`src/hdl/tdpd_pkg.sv`:
```
`timescale 1ns / 1ps
`default_nettype none

package tdpd_pkg;

    // wheels served by ports, and wheels actually driven
    localparam int NWHEEL      = 3;
    localparam int WHEEL_COUNT = 3;
    localparam int PWM_RANGE   = 100;
    localparam int PWM_W       = $clog2(PWM_RANGE + 1);

    localparam int GAIN_W  = 16;
    localparam int COUNT_W = 32;
    localparam int ERR_W   = COUNT_W + 1;
    localparam int DIFF_W  = ERR_W + 1;
    localparam int SUM_W   = 48;
    localparam int DUTY_W  = 7;
    localparam int Q_SHIFT = 16;
    localparam int MAG_W   = Q_SHIFT + 1;

    // register stages inside one lane
    localparam int NSTAGE = 5;

    localparam int CFG_IDX_W = 2;
    localparam logic [CFG_IDX_W-1:0] REG_KP = 2'd0;
    localparam logic [CFG_IDX_W-1:0] REG_KI = 2'd1;
    localparam logic [CFG_IDX_W-1:0] REG_KD = 2'd2;

    localparam logic [GAIN_W-1:0] KP_RESET = 16'd524;
    localparam logic [GAIN_W-1:0] KI_RESET = 16'd131;
    localparam logic [GAIN_W-1:0] KD_RESET = 16'd852;

    localparam logic CMD_STOP = 1'b1;

    typedef struct packed {
        logic [NSTAGE-1:0] load;
        logic              update;
    } lane_ctrl_t;

    typedef struct packed {
        logic              neg;
        logic [DUTY_W-1:0] duty;
    } lane_res_t;

    typedef struct packed {
        logic load;
        logic valid;
        logic stop;
    } merge_ctrl_t;

endpackage

`default_nettype wire

```
`src/hdl/tdpd_merge.sv`:
```
`timescale 1ns / 1ps
`default_nettype none

module tdpd_merge (
    input  wire logic                           clk,
    input  wire logic                           rst_n,
    input  wire tdpd_pkg::merge_ctrl_t          ctrl,
    input  wire tdpd_pkg::lane_res_t            lane_res [tdpd_pkg::NWHEEL],
    output logic                                out_valid,
    output logic [tdpd_pkg::DUTY_W-1:0]         fwd_duty [tdpd_pkg::NWHEEL],
    output logic [tdpd_pkg::DUTY_W-1:0]         rev_duty [tdpd_pkg::NWHEEL]
);
    import tdpd_pkg::*;

    logic              out_valid_reg;
    logic [DUTY_W-1:0] fwd_reg [NWHEEL];
    logic [DUTY_W-1:0] rev_reg [NWHEEL];
    logic [DUTY_W-1:0] fwd_next [NWHEEL];
    logic [DUTY_W-1:0] rev_next [NWHEEL];

    // steer each lane's magnitude to one side; stop gives all zeros
    always_comb
    begin
        for (int w = 0; w < NWHEEL; w++)
        begin
            fwd_next[w] = '0;
            rev_next[w] = '0;
            if (ctrl.stop != CMD_STOP)
            begin
                if (lane_res[w].neg)
                begin
                    rev_next[w] = lane_res[w].duty;
                end
                else
                begin
                    fwd_next[w] = lane_res[w].duty;
                end
            end
        end
    end

    always_ff @(posedge clk or negedge rst_n)
    begin
        if (!rst_n)
        begin
            out_valid_reg <= 1'b0;
        end
        else if (ctrl.load)
        begin
            out_valid_reg <= ctrl.valid;
        end
    end

    always_ff @(posedge clk)
    begin
        if (ctrl.load && ctrl.valid)
        begin
            fwd_reg <= fwd_next;
            rev_reg <= rev_next;
        end
    end

    assign out_valid = out_valid_reg;
    assign fwd_duty  = fwd_reg;
    assign rev_duty  = rev_reg;

endmodule

`default_nettype wire

```
`config.mk`:
```
export PLATFORM = sky130hd
export DESIGN_NAME = tdpd_merge
export DESIGN_NICKNAME = d
export VERILOG_FILES = /design/src/hdl/tdpd_pkg.sv /design/src/hdl/tdpd_merge.sv
export SDC_FILE = /design/constraint.sdc
export NUM_CORES = 1
export LEC_CHECK = 0
export ABC_AREA = 1
export BUFFER_PORTS_ARGS = -buffer_cell sky130_fd_sc_hd__buf_2
export CORE_MARGIN = 2
export CORE_UTILIZATION = 46
export CTS_BUF_LIST = sky130_fd_sc_hd__clkbuf_16
export CTS_CLUSTER_DIAMETER = 150
export DETAILED_ROUTE_END_ITERATION = 10
export HOLD_SLACK_MARGIN = 0.03
export PLACE_DENSITY = 0.76
export SLEW_MARGIN = 25
export SYNTH_ARGS = -nofsm -noshare
export SYNTH_HDL_FRONTEND = slang
export SYNTH_SLANG_ARGS = --single-unit
```
`constraint.sdc`:
```
create_clock -name clk -period 0.8 [get_ports clk]
set_input_delay 0.16 -clock clk [delete_from_list [all_inputs] [get_ports clk]]
set_output_delay 0.16 -clock clk [all_outputs]
set_load 0.05 [all_outputs]
```
==> flow_metrics.tcl <==
set metrics [dict create \
    status "finished, violations left" \
    violations "setup timing" \
    ys_warn_count 0 \
    cpPeakStageDelay_ns 0.41 \
    yosys.cell_types.count 10 \
    setup_ws_ns -0.221 \
    path_clk_slew_ns 0.06 \
    rows 21 \
    tightest_slew_ns 0.202 \
    drt_wl_total_um 3490 \
    first_pass_iters 4 \
    die_area_um2 4080 \
    die_height_um 63.9 \
    worst-r2r-cell-count 2 \
    vias_per_cell 4.52 \
    cts_buffers 5 \
    nets 232 \
    cts_root_buffer "clkbuf_16" \
    path_cells "buf_6" \
    hp-class "primary input to flip-flop" \
    syn_nets 150 \
    cp_top_family "flip-flops" \
    dpl_cell_area_um2 2120 \
    relSlewSlack_pct 86.5 \
    synth_top_area_cell "edfxtp_1" \
    hpwl_um 2330 \
    netlist_area_um2 1650 \
    htree_levels 2 \
    path_max_fanout 1 \
    grt_max_degree 29 \
    io_buffers 71 \
    coreArea_um2 3390 \
    fin_crit_sh_pct 128 \
    hold_depth 3 \
    rsz0062_at_grt "true" \
    crit_required_ns 0.64 \
    grt_pass1_vias 1172 \
    path_class "flip-flop to output pin" \
    drive_above_1_share_pct 47.5 \
    min_to "out_valid" \
    leakagePower_nw 1.13 \
    critPathCaptureType "output pin" \
    final.setup_skew_ns 0 \
    min_from "ctrl[1]" \
    wl_per_cell_um 14.0 \
    yosysTopAreaCellShare_pct 76.5 \
    nFillCells 199 \
    syn_inst 121 \
    p_per_area_nw_per_um2 2440 \
    area_delta_synth_final_pct 56.9 \
    die_w_um 63.9 \
    ys_seq_elements 43 \
    initial_core_util_pct 48.6 \
    synth_area_leaders "edfxtp_1, nor2_1, inv_1" \
    reg2reg_from "out_valid" \
    cp_data_arrival_time_ns 0.86 \
    tritoncts "yes" \
    drc_errors 0 \
    grt_use_total_pct 18.1 \
    startpoint_type "flip-flop" \
    clockBufferDepth 2 \
    dr.first_iter.drc_count 58 \
    grt_pass1_wl_um 5400 \
    vias 1131 \
    avgSynthCellArea_um2 13.6 \
    crit_slowest_cell "edfxtp_1" \
    route.antenna.remaining_nets 0 \
    hold_viol 0 \
    dp_slack_ns -0.154 \
    cts_setup_buffers 0 \
    grt.overflow.total 0 \
    timing.rr.end "out_valid" \
    regToRegSetupSlack_ns 0.16 \
    antenna_cells 0 \
    clk_latency_ns 0.27 \
    max_freq_ghz 0.980 \
    gp_congestion 0.724 \
    ir_worst_vdd_mv 1.71 \
    slew_viol_final 0 \
    antenna_found_initial 0 \
    setup_viol 43 \
    cap_violations 0 \
    path_buf_inv 1 \
    final_area_um2 2580 \
    pin_count 72 \
    fin_crit_ns 1.02 \
    cts_sinks 43 \
    yosysSeqAreaShare_pct 78.1 \
]
## placed cells by master (no fill, tap or decap)
cell type / netlist / layout
buf_6: 0 / 43
edfxtp_1: 42 / 42
nor2_1: 37 / 37
buf_2: 0 / 28
inv_1: 25 / 25
nand2_4: 5 / 5
nor2_2: 5 / 5
clkbuf_16: 0 / 5
nand2_8: 1 / 2
nand2_1: 3 / 2
bufinv_16: 0 / 2
buf_4: 0 / 2
clkinvlp_4: 0 / 1
inv_2: 1 / 1
inv_4: 1 / 1
dlygate4sd3_1: 0 / 1
dfrtp_2: 0 / 1
buf_12: 0 / 1
## worst register-to-register path, stage by stage (launching register included)
cell,delay (ns)
dfrtp_2,0.41
nand2_1,0.07
nand2_1,0.05
## cells by family (layout without fill, tap and decap cells)
family / Yosys count / count (layout) / synth area share (%)
and+or+nand+nor: 51 / 51 / 15.6
DFF: 43 / 43 / 78.1
buffers and inverters: 27 / 110 / 6.30
## power by group
group	internal (mW)	total (mW)	switching, mW	leakage, nW
sequential	2.63	2.70	0.0714	0.365
clock	1.77	2.51	0.735	0.0952
combinational	0.370	1.11	0.736	0.668
total	4.78	6.32	1.54	1.13
## synth_stat cells, drive strengths merged
cell type / count
edfxtp: 42
dfrtp: 1
nor2: 42
nand2: 9
inv: 27
## worst max-delay path by stage
stage,startpoint,end,slack [ns],cells after the start
6_report,rev_duty[5],rev_duty[5],-0.22,1
5_1_grt,rev_duty[5],rev_duty[5],-0.24,1
4_1_cts,rev_duty[15],rev_duty[15],-0.22,1
3_5_place_dp,ctrl[2],fwd_duty[10],-0.15,4
3_3_place_gp,ctrl[2],rev_duty[12],-0.14,4
2_1_floorplan,ctrl[2],fwd_duty[0],-0.37,2
## area by class of cell
cell class / instances / area [µm²] / share of cell area, %
timing repair buffer: 75 / 669 / 25.9
multi-input combinational: 51 / 274 / 10.6
sequential: 43 / 1290 / 49.8
inverter: 27 / 108 / 4.16
tap: 46 / 57.6 / 2.23
clock buffer: 5 / 125 / 4.84
clock inverter: 3 / 63.8 / 2.47
## routing by layer
metal  share of wire (%)  GRT usage [%]  vias up
met2                  53           31.9       51
met5                   0              0        -
met3                 6.8           6.87        2
li1                    -              -      542
met4                0.52           4.08        0
met1                  39           20.7      536
## metrics by stage
step / instances / TNS, ns / power, mW / hold slack (ns) / utilization [%]
2_1_floorplan: 121 / -15.70 / 3.38 / -0.136 / -
3_3_place_gp: 241 / -5.46 / 3.63 / -0.0648 / 62.5
3_5_place_dp: 241 / -6.08 / 3.64 / -0.0614 / 62.5
4_1_cts: 250 / -8.39 / 6.34 / 0.154 / 76.3
5_1_grt: 250 / -9.30 / 6.49 / 0.171 / 76.3
6_report: 250 / -8.12 / 6.32 / 0.155 / 76.3
## timing repair
| action | CTS | global route |
|---|---|---|
| resized for setup | 86 | 0 |
| setup endpoints to repair | 43 | 43 |
| hold buffers | 1 | 0 |
| endpoints found under the hold margin | 1 | 0 |
No activity file was read; power rests on OpenSTA's default activity.
